**src/rtl/i2cee_pkg.sv**
```systemverilog
// ----------------------------------------------------------------------------
// I2C EEPROM master package
// Payload types, command codes and register indexes of the EEPROM master.
// ----------------------------------------------------------------------------
`default_nettype none

package i2cee_pkg;

   // Command codes carried by an input item
   localparam logic [2:0] CMD_TICK         = 3'd0;
   localparam logic [2:0] CMD_RANDOM_READ  = 3'd1;
   localparam logic [2:0] CMD_CURRENT_READ = 3'd2;
   localparam logic [2:0] CMD_BYTE_WRITE   = 3'd3;
   localparam logic [2:0] CMD_ACK_POLL     = 3'd4;

   // Register indexes of the configuration port
   localparam logic [1:0] CSR_PHASE_TICKS      = 2'd0;
   localparam logic [1:0] CSR_ACK_TIMEOUT      = 2'd1;
   localparam logic [1:0] CSR_WRITE_WAIT_TICKS = 2'd2;
   localparam logic [1:0] CSR_DEVICE_ADDRESS   = 2'd3;

   localparam int unsigned CSR_DATA_WIDTH = 24;

   typedef struct packed {
      logic [2:0]  cmd;
      logic [15:0] mem_address;
      logic [7:0]  store_byte;
      logic        sda_sample;
   } req_payload_type;

   typedef struct packed {
      logic       scl_level;
      logic       sda_pull_low;
      logic       busy_res;
      logic       done_res;
      logic [7:0] read_data;
      logic       nack_seen;
      logic       rejected;
   } rsp_payload_type;

endpackage

`default_nettype wire

```
**src/rtl/i2cee_req_if.sv**
```systemverilog
// ----------------------------------------------------------------------------
// I2C EEPROM master request channel
// Valid/ready channel that carries ticks and commands into the master.
// ----------------------------------------------------------------------------
`default_nettype none

interface i2cee_req_if;
   logic                       valid;
   logic                       ready;
   i2cee_pkg::req_payload_type payload;

   modport source (output valid, output payload, input ready);
   modport sink (input valid, input payload, output ready);
endinterface

`default_nettype wire

```
**src/rtl/i2cee_rsp_if.sv**
```systemverilog
// ----------------------------------------------------------------------------
// I2C EEPROM master response channel
// Valid/ready channel that carries bus levels and status out of the master.
// ----------------------------------------------------------------------------
`default_nettype none

interface i2cee_rsp_if;
   logic                       valid;
   logic                       ready;
   i2cee_pkg::rsp_payload_type payload;

   modport source (output valid, output payload, input ready);
   modport sink (input valid, input payload, output ready);
endinterface

`default_nettype wire

```
**src/rtl/i2c_eeprom_master_core.sv**
```systemverilog
// ----------------------------------------------------------------------------
// I2C EEPROM master core
// Bit-level I2C master for a serial EEPROM with 16-bit byte addresses.
// ----------------------------------------------------------------------------
// Each request item is either a tick (cmd 0, or an unknown code 5..7) that
// carries the sampled SDA level, or a command (random read, current read,
// byte write, ack poll) that starts a transaction when the master is idle and
// is flagged as rejected otherwise. Every item gives exactly one response item
// with the SCL level, the SDA pull, busy/done, the last read byte and the
// nack and rejected flags, all showing the state after that item. The block
// takes one item per clock cycle: the whole sequencer step (phase counter,
// bit shift, ack timeout, post-write count and byte plan lookup) is one pass
// of next-state logic into the state registers and the response register.
// A new item enters in the same cycle that the previous response is taken,
// so items flow back to back while the sink keeps up; a response that waits
// for rsp_chan.ready holds the input off until it is taken. Bus timing is
// counted in ticks, not clocks:
// phase_ticks ticks per bus phase (zero acts as one). The configuration
// registers reset to phase_ticks 4, ack_timeout 255, write_wait_ticks 2000
// and device_address 0x50; there is no clearing pass after reset.
// ----------------------------------------------------------------------------
`default_nettype none

module i2c_eeprom_master_core #(
   parameter int unsigned ADDRESS_WIDTH = 16
) (
   input  wire                                    clock,
   input  wire                                    reset,
   i2cee_req_if.sink                              req_chan,
   i2cee_rsp_if.source                            rsp_chan,
   input  wire                                    csr_write_enable,
   input  wire [1:0]                              csr_index,
   input  wire [i2cee_pkg::CSR_DATA_WIDTH-1:0]    csr_wdata
);

   // Sequencer steps
   localparam logic [4:0] S_IDLE      = 5'd0;
   localparam logic [4:0] S_START_A   = 5'd1;
   localparam logic [4:0] S_START_B   = 5'd2;
   localparam logic [4:0] S_START_C   = 5'd3;
   localparam logic [4:0] S_TX_LOW    = 5'd4;
   localparam logic [4:0] S_TX_HIGH   = 5'd5;
   localparam logic [4:0] S_ACK_LOW   = 5'd6;
   localparam logic [4:0] S_ACK_HIGH  = 5'd7;
   localparam logic [4:0] S_RX_LOW    = 5'd8;
   localparam logic [4:0] S_RX_HIGH   = 5'd9;
   localparam logic [4:0] S_NACK_LOW  = 5'd10;
   localparam logic [4:0] S_NACK_HIGH = 5'd11;
   localparam logic [4:0] S_RS_LOW    = 5'd12;
   localparam logic [4:0] S_STOP_A    = 5'd13;
   localparam logic [4:0] S_STOP_B    = 5'd14;
   localparam logic [4:0] S_STOP_C    = 5'd15;
   localparam logic [4:0] S_WAIT      = 5'd16;

   // Byte plan entry kinds
   localparam logic [1:0] K_SEND    = 2'd0;
   localparam logic [1:0] K_RESTART = 2'd1;
   localparam logic [1:0] K_READ    = 2'd2;
   localparam logic [1:0] K_STOP    = 2'd3;

   // Without an address high byte the plan skips that slot
   localparam logic SKIP_HIGH = (ADDRESS_WIDTH <= 8);

   // Configuration registers
   logic [15:0] phase_ticks_ff;
   logic [7:0]  ack_timeout_ff;
   logic [23:0] write_wait_ff;
   logic [6:0]  dev_addr_ff;

   // Sequencer state
   logic [4:0]               step_ff, step_in;
   logic [15:0]              phase_ff, phase_in;
   logic [3:0]               bit_ff, bit_in;
   logic [7:0]               shift_ff, shift_in;
   logic [ADDRESS_WIDTH-1:0] addr_ff, addr_in;
   logic [7:0]               data_ff, data_in;
   logic [7:0]               capt_ff, capt_in;
   logic [2:0]               actcmd_ff, actcmd_in;
   logic [7:0]               ackw_ff, ackw_in;
   logic [23:0]              pwc_ff, pwc_in;
   logic                     nack_ff, nack_in;
   logic [2:0]               bidx_ff, bidx_in;

   // Response register
   logic                       rsp_valid_ff;
   i2cee_pkg::rsp_payload_type rsp_data_ff, rsp_data_in;

   i2cee_pkg::req_payload_type req;
   logic        accept;
   logic        is_cmd;
   logic        done;
   logic        rej;
   logic [15:0] pt_eff;
   logic [15:0] phase_inc;
   logic [23:0] pwc_inc;
   logic [3:0]  bit_inc;
   logic [7:0]  ctrl_w;
   logic [7:0]  ctrl_r;
   logic [15:0] addr16;
   logic [3:0]  slot;
   logic [1:0]  plan_kind;
   logic [7:0]  plan_val;

   assign req    = req_chan.payload;
   assign accept = req_chan.valid && req_chan.ready;

   // Take a new item whenever the response slot is empty or drains this cycle
   assign req_chan.ready   = !rsp_valid_ff || rsp_chan.ready;
   assign rsp_chan.valid   = rsp_valid_ff;
   assign rsp_chan.payload = rsp_data_ff;

   assign is_cmd = (req.cmd == i2cee_pkg::CMD_RANDOM_READ)
                || (req.cmd == i2cee_pkg::CMD_CURRENT_READ)
                || (req.cmd == i2cee_pkg::CMD_BYTE_WRITE)
                || (req.cmd == i2cee_pkg::CMD_ACK_POLL);

   assign pt_eff    = (phase_ticks_ff == 16'd0) ? 16'd1 : phase_ticks_ff;
   assign phase_inc = phase_ff + 16'd1;
   assign pwc_inc   = pwc_ff + 24'd1;
   assign bit_inc   = bit_ff + 4'd1;
   assign ctrl_w    = {dev_addr_ff, 1'b0};
   assign ctrl_r    = {dev_addr_ff, 1'b1};
   assign addr16    = 16'(addr_ff);

   // Byte plan lookup: the entry at the current byte index
   always_comb begin
      slot = {1'b0, bidx_ff};
      if (SKIP_HIGH && (bidx_ff != 3'd0)
          && ((actcmd_ff == i2cee_pkg::CMD_RANDOM_READ)
              || (actcmd_ff == i2cee_pkg::CMD_BYTE_WRITE))) begin
         slot = {1'b0, bidx_ff} + 4'd1;
      end
      plan_kind = K_STOP;
      plan_val  = 8'd0;
      unique case (actcmd_ff)
         i2cee_pkg::CMD_RANDOM_READ: begin
            unique case (slot)
               4'd0: begin plan_kind = K_SEND; plan_val = ctrl_w; end
               4'd1: begin plan_kind = K_SEND; plan_val = addr16[15:8]; end
               4'd2: begin plan_kind = K_SEND; plan_val = addr16[7:0]; end
               4'd3: plan_kind = K_RESTART;
               4'd4: begin plan_kind = K_SEND; plan_val = ctrl_r; end
               4'd5: plan_kind = K_READ;
               default: plan_kind = K_STOP;
            endcase
         end
         i2cee_pkg::CMD_CURRENT_READ: begin
            unique case (slot)
               4'd0: begin plan_kind = K_SEND; plan_val = ctrl_r; end
               4'd1: plan_kind = K_READ;
               default: plan_kind = K_STOP;
            endcase
         end
         i2cee_pkg::CMD_BYTE_WRITE: begin
            unique case (slot)
               4'd0: begin plan_kind = K_SEND; plan_val = ctrl_w; end
               4'd1: begin plan_kind = K_SEND; plan_val = addr16[15:8]; end
               4'd2: begin plan_kind = K_SEND; plan_val = addr16[7:0]; end
               4'd3: begin plan_kind = K_SEND; plan_val = data_ff; end
               default: plan_kind = K_STOP;
            endcase
         end
         i2cee_pkg::CMD_ACK_POLL: begin
            if (slot == 4'd0) begin
               plan_kind = K_SEND;
               plan_val  = ctrl_w;
            end
         end
         default: plan_kind = K_STOP;
      endcase
   end

   // Sequencer next state for the item on the request channel
   always_comb begin
      step_in   = step_ff;
      phase_in  = phase_ff;
      bit_in    = bit_ff;
      shift_in  = shift_ff;
      addr_in   = addr_ff;
      data_in   = data_ff;
      capt_in   = capt_ff;
      actcmd_in = actcmd_ff;
      ackw_in   = ackw_ff;
      pwc_in    = pwc_ff;
      nack_in   = nack_ff;
      bidx_in   = bidx_ff;
      done      = 1'b0;
      rej       = 1'b0;

      if (is_cmd) begin
         if (step_ff == S_IDLE) begin
            // Latch the command and open with a start condition
            actcmd_in = req.cmd;
            addr_in   = req.mem_address[ADDRESS_WIDTH-1:0];
            data_in   = req.store_byte;
            nack_in   = 1'b0;
            bidx_in   = 3'd0;
            phase_in  = 16'd0;
            bit_in    = 4'd0;
            ackw_in   = 8'd0;
            pwc_in    = 24'd0;
            step_in   = S_START_A;
         end else begin
            rej = 1'b1;
         end
      end else if (step_ff == S_WAIT) begin
         // Let the device program, then finish
         pwc_in = pwc_inc;
         if (pwc_inc >= write_wait_ff) begin
            done     = 1'b1;
            step_in  = S_IDLE;
            phase_in = 16'd0;
            bit_in   = 4'd0;
            ackw_in  = 8'd0;
            pwc_in   = 24'd0;
         end
      end else if (step_ff != S_IDLE) begin
         if (phase_inc < pt_eff) begin
            phase_in = phase_inc;
         end else begin
            phase_in = 16'd0;
            unique case (step_ff)
               S_START_A:  step_in = S_START_B;
               S_START_B:  step_in = S_START_C;
               S_TX_LOW:   step_in = S_TX_HIGH;
               S_TX_HIGH: begin
                  shift_in = {shift_ff[6:0], 1'b0};
                  bit_in   = bit_inc;
                  step_in  = (bit_inc >= 4'd8) ? S_ACK_LOW : S_TX_LOW;
               end
               S_ACK_LOW: begin
                  ackw_in = 8'd0;
                  step_in = S_ACK_HIGH;
               end
               S_ACK_HIGH: begin
                  if (!req.sda_sample) begin
                     ackw_in = 8'd0;
                  end else if (ackw_ff >= ack_timeout_ff) begin
                     // Give up on the ack and go to the stop
                     nack_in = 1'b1;
                     ackw_in = 8'd0;
                     step_in = S_STOP_A;
                  end else begin
                     // Retry on the next tick
                     ackw_in  = ackw_ff + 8'd1;
                     phase_in = pt_eff - 16'd1;
                  end
               end
               S_RX_LOW:   step_in = S_RX_HIGH;
               S_RX_HIGH: begin
                  shift_in = {shift_ff[6:0], req.sda_sample};
                  bit_in   = bit_inc;
                  if (bit_inc >= 4'd8) begin
                     capt_in = {shift_ff[6:0], req.sda_sample};
                     step_in = S_NACK_LOW;
                  end else begin
                     step_in = S_RX_LOW;
                  end
               end
               S_NACK_LOW: step_in = S_NACK_HIGH;
               S_RS_LOW:   step_in = S_START_A;
               S_STOP_A:   step_in = S_STOP_B;
               S_STOP_B:   step_in = S_STOP_C;
               S_STOP_C: begin
                  if ((actcmd_ff == i2cee_pkg::CMD_BYTE_WRITE) && !nack_ff
                      && (write_wait_ff != 24'd0)) begin
                     pwc_in  = 24'd0;
                     step_in = S_WAIT;
                  end else begin
                     done     = 1'b1;
                     step_in  = S_IDLE;
                     bit_in   = 4'd0;
                     ackw_in  = 8'd0;
                     pwc_in   = 24'd0;
                  end
               end
               S_START_C, S_NACK_HIGH: ;
               default: begin
                  done     = 1'b1;
                  step_in  = S_IDLE;
                  bit_in   = 4'd0;
                  ackw_in  = 8'd0;
                  pwc_in   = 24'd0;
               end
            endcase

            // Advance to the next plan entry after a start, an acked byte
            // or the master NACK
            if ((step_ff == S_START_C) || (step_ff == S_NACK_HIGH)
                || ((step_ff == S_ACK_HIGH) && !req.sda_sample)) begin
               bit_in = 4'd0;
               if (bidx_ff != 3'd7) begin
                  bidx_in = bidx_ff + 3'd1;
               end
               unique case (plan_kind)
                  K_SEND: begin
                     shift_in = plan_val;
                     step_in  = S_TX_LOW;
                  end
                  K_RESTART: step_in = S_RS_LOW;
                  K_READ: begin
                     shift_in = 8'd0;
                     step_in  = S_RX_LOW;
                  end
                  default: step_in = S_STOP_A;
               endcase
            end
         end
      end
   end

   // Bus levels and status after the item
   always_comb begin
      rsp_data_in.scl_level    = 1'b1;
      rsp_data_in.sda_pull_low = 1'b0;
      unique case (step_in)
         S_START_B, S_STOP_B: begin
            rsp_data_in.scl_level    = 1'b1;
            rsp_data_in.sda_pull_low = 1'b1;
         end
         S_START_C, S_STOP_A: begin
            rsp_data_in.scl_level    = 1'b0;
            rsp_data_in.sda_pull_low = 1'b1;
         end
         S_TX_LOW: begin
            rsp_data_in.scl_level    = 1'b0;
            rsp_data_in.sda_pull_low = !shift_in[7];
         end
         S_TX_HIGH: begin
            rsp_data_in.scl_level    = 1'b1;
            rsp_data_in.sda_pull_low = !shift_in[7];
         end
         S_ACK_LOW, S_RX_LOW, S_NACK_LOW, S_RS_LOW: begin
            rsp_data_in.scl_level    = 1'b0;
            rsp_data_in.sda_pull_low = 1'b0;
         end
         default: begin
            rsp_data_in.scl_level    = 1'b1;
            rsp_data_in.sda_pull_low = 1'b0;
         end
      endcase
      rsp_data_in.busy_res  = (step_in != S_IDLE);
      rsp_data_in.done_res  = done;
      rsp_data_in.read_data = capt_in;
      rsp_data_in.nack_seen = nack_in;
      rsp_data_in.rejected  = rej;
   end

   // Configuration registers
   always_ff @(posedge clock) begin
      if (reset) begin
         phase_ticks_ff <= 16'd4;
         ack_timeout_ff <= 8'd255;
         write_wait_ff  <= 24'd2000;
         dev_addr_ff    <= 7'h50;
      end else if (csr_write_enable) begin
         unique case (csr_index)
            i2cee_pkg::CSR_PHASE_TICKS:      phase_ticks_ff <= csr_wdata[15:0];
            i2cee_pkg::CSR_ACK_TIMEOUT:      ack_timeout_ff <= csr_wdata[7:0];
            i2cee_pkg::CSR_WRITE_WAIT_TICKS: write_wait_ff  <= csr_wdata[23:0];
            i2cee_pkg::CSR_DEVICE_ADDRESS:   dev_addr_ff    <= csr_wdata[6:0];
         endcase
      end
   end

   // Sequencer state: advance once per accepted item
   always_ff @(posedge clock) begin
      if (reset) begin
         step_ff   <= S_IDLE;
         phase_ff  <= 16'd0;
         bit_ff    <= 4'd0;
         shift_ff  <= 8'd0;
         addr_ff   <= '0;
         data_ff   <= 8'd0;
         capt_ff   <= 8'd0;
         actcmd_ff <= i2cee_pkg::CMD_TICK;
         ackw_ff   <= 8'd0;
         pwc_ff    <= 24'd0;
         nack_ff   <= 1'b0;
         bidx_ff   <= 3'd0;
      end else if (accept) begin
         step_ff   <= step_in;
         phase_ff  <= phase_in;
         bit_ff    <= bit_in;
         shift_ff  <= shift_in;
         addr_ff   <= addr_in;
         data_ff   <= data_in;
         capt_ff   <= capt_in;
         actcmd_ff <= actcmd_in;
         ackw_ff   <= ackw_in;
         pwc_ff    <= pwc_in;
         nack_ff   <= nack_in;
         bidx_ff   <= bidx_in;
      end
   end

   // Response register: load on accept, drop once taken
   always_ff @(posedge clock) begin
      if (reset) begin
         rsp_valid_ff <= 1'b0;
      end else if (accept) begin
         rsp_valid_ff <= 1'b1;
      end else if (rsp_chan.ready) begin
         rsp_valid_ff <= 1'b0;
      end
   end

   always_ff @(posedge clock) begin
      if (accept) begin
         rsp_data_ff <= rsp_data_in;
      end
   end

endmodule

`default_nettype wire

```
**src/flat_wrapper.sv**
```systemverilog
// flat-port wrapper written by rule: the top's interface ports become plain ports
module i2c_eeprom_master_core_flat 
#(
   parameter int unsigned ADDRESS_WIDTH = 16
)
  (clock, reset, csr_write_enable, csr_index, csr_wdata, req_chan_valid, req_chan_payload, req_chan_ready, rsp_chan_valid, rsp_chan_payload, rsp_chan_ready);
  i2cee_req_if req_chan_i ();
  i2cee_rsp_if rsp_chan_i ();
  input  wire clock;
  input  wire reset;
  input  wire csr_write_enable;
  input  wire [1:0] csr_index;
  input  wire [i2cee_pkg::CSR_DATA_WIDTH-1:0] csr_wdata;
  input wire logic [$bits(req_chan_i.valid)-1:0] req_chan_valid;
  input wire logic [$bits(req_chan_i.payload)-1:0] req_chan_payload;
  output wire logic [$bits(req_chan_i.ready)-1:0] req_chan_ready;
  output wire logic [$bits(rsp_chan_i.valid)-1:0] rsp_chan_valid;
  output wire logic [$bits(rsp_chan_i.payload)-1:0] rsp_chan_payload;
  input wire logic [$bits(rsp_chan_i.ready)-1:0] rsp_chan_ready;
  assign req_chan_i.valid = req_chan_valid;
  assign req_chan_i.payload = req_chan_payload;
  assign req_chan_ready = req_chan_i.ready;
  assign rsp_chan_valid = rsp_chan_i.valid;
  assign rsp_chan_payload = rsp_chan_i.payload;
  assign rsp_chan_i.ready = rsp_chan_ready;
  i2c_eeprom_master_core #(.ADDRESS_WIDTH(ADDRESS_WIDTH)) u_core (.clock(clock), .reset(reset), .req_chan(req_chan_i), .rsp_chan(rsp_chan_i), .csr_write_enable(csr_write_enable), .csr_index(csr_index), .csr_wdata(csr_wdata));
endmodule
```
**config.mk**
```make
export PLATFORM = sky130hd
export DESIGN_NAME = i2c_eeprom_master_core_flat
export DESIGN_NICKNAME = d
export VERILOG_FILES = /design/src/rtl/i2cee_pkg.sv /design/src/rtl/i2cee_req_if.sv /design/src/rtl/i2cee_rsp_if.sv /design/src/rtl/i2c_eeprom_master_core.sv /design/src/flat_wrapper.sv
export SDC_FILE = /design/constraint.sdc
export NUM_CORES = 1
export LEC_CHECK = 0
export ABC_AREA = 1
export BUFFER_PORTS_ARGS = -buffer_cell sky130_fd_sc_hd__buf_4
export CORE_ASPECT_RATIO = 0.6
export CORE_MARGIN = 3
export CORE_UTILIZATION = 39
export CTS_BUF_LIST = sky130_fd_sc_hd__clkbuf_8
export CTS_CLUSTER_DIAMETER = 60
export CTS_CLUSTER_SIZE = 14
export DETAILED_ROUTE_END_ITERATION = 10
export SLEW_MARGIN = 20
export SYNTH_ARGS = -nofsm -noshare
export SYNTH_HDL_FRONTEND = slang
export SYNTH_SLANG_ARGS = --single-unit
```
**constraint.sdc**
```tcl
create_clock -name clock -period 6 [get_ports clock]
set_clock_uncertainty 0.05 [all_clocks]
set_input_delay 0.9 -clock clock [delete_from_list [all_inputs] [get_ports clock]]
set_output_delay 0.9 -clock clock [all_outputs]
set_load 0.02 [all_outputs]
```
After elaboration in Yosys (flattened, before gate mapping)
Cells that the tools add are included.
{"block": "classes", "n_lt_le_gt_ge": 4, "add_sub_neg": 6, "eq_ne": 55, "mux": 98, "reduce_logical": 48, "bitwise": 3}
{"op": "8-bit 2-to-1 mux", "n": 22}
{"op": "24-bit 2-to-1 mux", "n": 7}
{"op": "16-bit 2-to-1 mux", "n": 10}
{"op": "8-bit one-hot mux with 4 select lines", "n": 3}
{"op": "5-bit one-hot mux with 14 select lines", "n": 1}
{"op": "5-bit by 4-bit equality test with 1-bit output (second input constant)", "n": 13}
{"op": "5-bit 2-to-1 mux", "n": 10}
{"op": "5-bit by 3-bit equality test with 1-bit output (second input constant)", "n": 7}
{"op": "4-bit 2-to-1 mux", "n": 8}
{"op": "8-bit one-hot mux with 2 select lines", "n": 2}
{"op": "24-bit by 1-bit adder with 24-bit output (second input constant)", "n": 1}
{"op": "24-bit >= comparator", "n": 1}
{"op": "4-bit one-hot mux with 3 select lines", "n": 2}
{"op": "8-bit one-hot mux with 3 select lines", "n": 1}
{"op": "24-bit nonzero test", "n": 1}
{"op": "12-bit OR reduction", "n": 2}
{"op": "3-bit 2-to-1 mux", "n": 7}
{"op": "7-bit AND reduction", "n": 3}
{"op": "5-bit by 2-bit equality test with 1-bit output (second input constant)", "n": 4}
{"op": "3-bit by 2-bit equality test with 1-bit output (second input constant)", "n": 6}
{"op": "16-bit by 1-bit adder with 16-bit output (second input constant)", "n": 1}
{"op": "16-bit zero test", "n": 1}
{"op": "16-bit less-than comparator", "n": 1}
{"op": "1-bit 2-to-1 mux", "n": 16}
{"op": "other kinds (43)", "n": 84}
{"block": "totals", "word_cells": 239, "regBits": 174, "out_inout_bits": 16, "in_bits": 59}

Depth between registers and ports, before layout
{"block": "logic_depth", "word_depth": 14, "depth_mapped": 29, "ltp_nobuf": 29}

Least setup slack after synthesis
OpenSTA, ideal clock, no wires.
{"block": "synth_timing", "path_type": "flip-flop to flip-flop", "start": "register u_core.pwc_ff[0]", "end": "register u_core.rsp_data_ff (netlist bit u_core.rsp_chan.payload[13]), data pin", "period_less_slack_ps": 3700, "arrival_ps": 3398, "t_required_ps": 5698, "slack_ps": 2300, "n_path_buf": 0, "path_stages_with_launch": 29, "setup_ps": 252, "cell_sequence": "dfxtp_1 -> inv_1 -> nor3_2 -> nand2_1 -> nor2_1 -> nand3_1 -> nor2_2 -> nand4_1 -> nor2_1 -> nand2_1 -> inv_1 -> nand2_1 -> xnor2_1 -> ha_1 -> a21oi_1 -> o21ai_0 -> nor2_1 -> a21boi_0 -> nand4_1 -> nand2_1 -> inv_1 -> nand2_1 -> nand2_1 -> nand2_1 -> nor2_1 -> nor2_1 -> nor2_1 -> nand2_1 -> nand2_1"}
{"item": "from (decl)", "line": "i2c_eeprom_master_core.sv:80", "text": "logic [23:0] pwc_ff, pwc_in;"}
{"item": "from (signal assigned)", "line": "i2c_eeprom_master_core.sv:391", "text": "pwc_ff <= pwc_in;"}
{"item": "to (signal assigned)", "line": "i2c_eeprom_master_core.sv:410", "text": "rsp_data_ff <= rsp_data_in;"}
{"item": "to (decl)", "line": "i2c_eeprom_master_core.sv:86", "text": "i2cee_pkg::rsp_payload_type rsp_data_ff, rsp_data_in;"}

Worst setup path in the final report
{"block": "layout_timing", "start": "register u_core.pwc_ff[0]", "end": "register u_core.ackw_ff[6]"}
{"block": "layout_between", "elab_chain_cells": 4}
{"item": "24-bit by 1-bit adder with 24-bit output", "line": "i2c_eeprom_master_core.sv:119", "text": "assign pwc_inc = pwc_ff + 24'd1;"}
{"item": "24-bit >= comparator", "line": "i2c_eeprom_master_core.sv:209", "text": "if (pwc_inc >= write_wait_ff) begin"}
{"item": "3-bit by 2-bit != test with 1-bit output (no line)"}
{"item": "7-bit AND reduction (no line)"}
{"item": "to (signal assigned)", "line": "i2c_eeprom_master_core.sv:390", "text": "ackw_ff <= ackw_in;"}
{"item": "to (decl)", "line": "i2c_eeprom_master_core.sv:79", "text": "logic [7:0] ackw_ff, ackw_in;"}
Every way passes these cells.
A chain may end at the register's enable or synchronous reset.

==> qor.tcl <==
set qor(cp_data_required_time_ps) 6310
set qor(worst_slew_margin_rel_pct) 29.6
set qor(wl_met3_um) 2640
set qor(hold-path-endpoint) {u_core.data_ff[6]}
set qor(fmax_mhz) 208
set qor(total_leakage_power_uw) 0.00512
set qor(tritoncts.num_buffers) 17
set qor(synth.cell_area_sq_um) 10400
set qor(pwr_per_cell_area_nw_per_um2) 278
set qor(core_area_sq_um) 25800
set qor(post_drt_via_cell_ratio) 5.29
set qor(grt_pass1_vias) 8729
set qor(dpl.hpwl_um) 23200
set qor(netlist-cell-type-count) 53
set qor(post-synth-top-area-fraction_pct) 30.7
set qor(footprint_of_the_multi_input_gates_sq_um) 5750
set qor(ordered_list_of_cells_on_the_worst_path) {ha_1 > nand2_1 > nor2_1 > nand4_1 > inv_1 > nand3_1 > nor2_1 > nand4_1 > nor3_1 > nand3_1 > xor2_1 > ha_1 > nand4_1 > nor2_1 > nand4_1 > nand4_1 > nand2_1 > a21oi_1 > nand3_4 > o21ai_2 > nor2_1}
set qor(nets) 1611
set qor(cts_tree) {done}
set qor(grt_start_max_net_pins) 63
set qor(post_synth_inst_count) 1444
set qor(element_type_at_the_critical_path_start) {register}
set qor(ctsLongestPathBuffers) 2
set qor(clkSinkCount) 174
set qor(ir_drop_mv) 0.164
set qor(maxCapViolations) 0
set qor(asyncSetResetFlopFracSynth_pct) 0
set qor(crit-reg2reg-capture) {u_core.ackw_ff[6]}
set qor(layout.filler_cells) 2694
set qor(clk_latency_ps) 490
set qor(yosysTopAreaCell) {dfxtp_1}
set qor(rr_worst_depth) 21
set qor(final_hold_viol_count) 0
set qor(r2r_setup_slack_ps) 1190
set qor(place.gp.congestion) 0.940
set qor(setup_tns_final_ps) 0
set qor(antenna_found_initial) 0
set qor(synth.ff_latch_count) 174
set qor(critPathKind) {reg -> reg}
set qor(detailedRoute.firstPassIterationCount) 6
set qor(grt_pass1_wl_um) 48500
set qor(routed-via-count) 9841
set qor(cts_hold_buffers) 0
set qor(synth_fp_nets) 1561
set qor(timing.hold.worst.class) {reg -> reg}
set qor(drive_above_1_share_pct) 12.7
set qor(path_max_fanout) 10
set qor(worstPathBufferInverterCount) 1
set qor(final_period_minus_worst_setup_slack_ps) 4810
set qor(min_delay_startpoint) {u_core.data_ff[6]}
set qor(dominantRegCellSynth) {dfxtp_1}
set qor(pin_count) 75
set qor(total_power_uw) 3240
set qor(yosys_warnings) 0
set qor(synth.most_common_cell) {inv_1}
set qor(placement.io_buffers) 74
set qor(groute.usage.overall_pct) 21.2
set qor(routed_wire_length_per_instance_um) 16.4
set qor(critical_path_s_top_delay_family) {simple AND/OR/NAND/NOR gates}
set qor(worst_slew_pin_slew_ps) 1060
set qor(slew_viol_final) 0
set qor(r2r-start) {u_core.pwc_ff[0]}
set qor(clock_tree_root_buffer_cell) {clkbuf_8}
set qor(outcome) {finished, final reports clean}
set qor(met1Wirelength_um) 16900
set qor(cts.repair_timing.setup_buffer_count) 0
set qor(worst_ep_arrival_time_ps) 5130
set qor(top_layer) {met4}
set qor(min_period_over_period_pct) 80.2
set qor(holdPathStages) 2
set qor(drtIter0Drc) 1079
set qor(drt.antenna.violating_nets) 0
set qor(synth.area.top_cells) {dfxtp_1 31%, inv_1 7.3%, nand2_1 7.0%}
set qor(grt_setup_unrepaired) {false}
set qor(clkTransAtPathRegs_ps) 90
set qor(sequential_share_of_the_synthesized_area_pct) 34.7
set qor(syn_area_per_cell_sq_um) 7.23
set qor(detail_route.drc_violations) 0
set qor(initial_standard_cell_utilization_of_the_core_pct) 40.5
set qor(crit_path_end_kind) {register}
set qor(setup-violations-final) 0
set qor(postRouteWirelength_um) 30400
set qor(dieHeight_um) 133
set qor(layout.area.seq_sq_um) 3620
set qor(synth_edf_count) 14
set qor(post_cts_resize_count) 0
set qor(die_area_sq_um) 28800
set qor(crit_path_top_delay_cell) {o21ai_2}
set qor(number_of_rows_created_at_floorplan) 45
set qor(antennaDiodeCount) 0
set qor(fp.dieW_um) 217
set qor(htree_levels) 4
set qor(timing.critical_path.slowest_cell_delay_ps) 440
set qor(yosys-top-cells-count) {203 x inv_1, 196 x nand2_1, 165 x nor2_1}
set qor(globalRouteOverflowTotal) 0
set qor(met2_wirelength_um) 10700
set qor(layout-area-overhead-vs-synth_pct) 11.8
set qor(cp_common_cell) {nand4_1}
cell families (layout without fill, tap and decap cells):
| group | after synthesis | in the layout | synth area share (%) |
|---|---|---|---|
| flip-flops | 174 | 174 | 34.7 |
| buffers and inverters | 268 | 331 | 10.2 |
| adder cells (fa/ha/maj) | 58 | 58 | 6.95 |
| XOR/XNOR | 45 | 45 | 3.96 |
| AO/OA/AOI/OAI | 398 | 398 | 22.9 |
| AND/OR/NAND/NOR | 501 | 501 | 21.3 |
per-stage QoR:
stage	std cells	area (sq um)	setup slack, ps	util [%]	hold slack [ps]
after floorplan	1444	10400	2300	-	375
after global placement	1827	11200	1380	43.6	395
after detailed placement	1827	11200	1300	43.6	400
after CTS	1859	11700	1270	45.2	414
after global routing	1859	11700	660	45.2	428
final	1859	11700	1190	45.2	415
final cells by class:
class                      count  area share [%]
tap                          352            3.77
sequential                   174            31.1
multi-input combinational   1002            49.3
inverter                     217            7.02
clock inverter                15            1.60
clock buffer                  17            2.01
timing repair buffer          82            5.28
registers in the layout (all words and copies together), names as in the netlist, 5 cells and up:
| signal | cells |
|---|---|
| u_core.ackw_ff | 8 |
| u_core.phase_ticks_ff | 16 |
| u_core.write_wait_ff | 24 |
| u_core.data_ff | 8 |
| u_core.step_ff | 5 |
| u_core.ack_timeout_ff | 8 |
| u_core.addr16 | 16 |
| u_core.shift_ff | 8 |
| u_core.phase_ff | 16 |
| u_core.capt_ff | 8 |
| u_core.dev_addr_ff | 7 |
| u_core.rsp_chan.payload | 14 |
| u_core.pwc_ff | 24 |
worst register-to-register path, cell delays in order (launching register included):
cell and delay (ps):
dfxtp_1 380, ha_1 210, nand2_1 60, nor2_1 190, nand4_1 180, inv_1 90, nand3_1 100, nor2_1 230
nand4_1 190, nor3_1 320, nand3_1 140, xor2_1 190, ha_1 300, nand4_1 110, nor2_1 290, nand4_1 200
nand4_1 260, nand2_1 120, a21oi_1 300, nand3_4 210, o21ai_2 440, nor2_1 120
worst max-delay path by stage:
stage | end | slack, ps | cells after the start | start
floorplan | u_core.rsp_chan.payload[13] | 2300 | 28 | u_core.pwc_ff[0]
global placement | u_core.rsp_chan.payload[13] | 1380 | 28 | u_core.pwc_ff[0]
detailed placement | u_core.ackw_ff[6] | 1300 | 21 | u_core.pwc_ff[0]
CTS | u_core.ackw_ff[6] | 1270 | 21 | u_core.pwc_ff[0]
global route | u_core.ackw_ff[7] | 660 | 21 | u_core.pwc_ff[0]
finish | u_core.ackw_ff[6] | 1190 | 21 | u_core.pwc_ff[0]
layout by cell type (no fill, tap or decap), types with 11 or more instances in the layout:
| cell | netlist | layout |
|---|---|---|
| nand3_1 | 55 | 55 |
| buf_4 | 2 | 82 |
| dfxtp_1 | 160 | 160 |
| a21oi_2 | 11 | 11 |
| nor4_1 | 12 | 12 |
| a21oi_1 | 125 | 125 |
| inv_1 | 203 | 203 |
| nor2_1 | 165 | 165 |
| ha_1 | 58 | 58 |
| a211oi_1 | 12 | 12 |
| xor2_1 | 39 | 39 |
| nor3_1 | 16 | 16 |
| o211ai_1 | 26 | 26 |
| inv_2 | 11 | 12 |
| nand4_1 | 18 | 18 |
| edfxtp_1 | 14 | 14 |
| a211oi_2 | 17 | 17 |
| nand2_1 | 196 | 196 |
| o21ai_1 | 28 | 28 |
| o21ai_0 | 141 | 141 |
| clkbuf_8 | 0 | 17 |
metal layers:
layer,GRT usage [%],vias to the layer above
li1,-,4954
met1,35.9,4572
met2,25.4,303
met3,6.01,12
met4,3.87,0
met5,0,-
power breakdown:
part	switching (uW)	internal, uW	total (uW)	leakage (uW)
registers	79.1	1280	1360	0.00145
clock network	479	420	898	0.000216
logic	660	327	987	0.00345
total	1220	2030	3240	0.00512
Power figures use the tool's default switching activity.
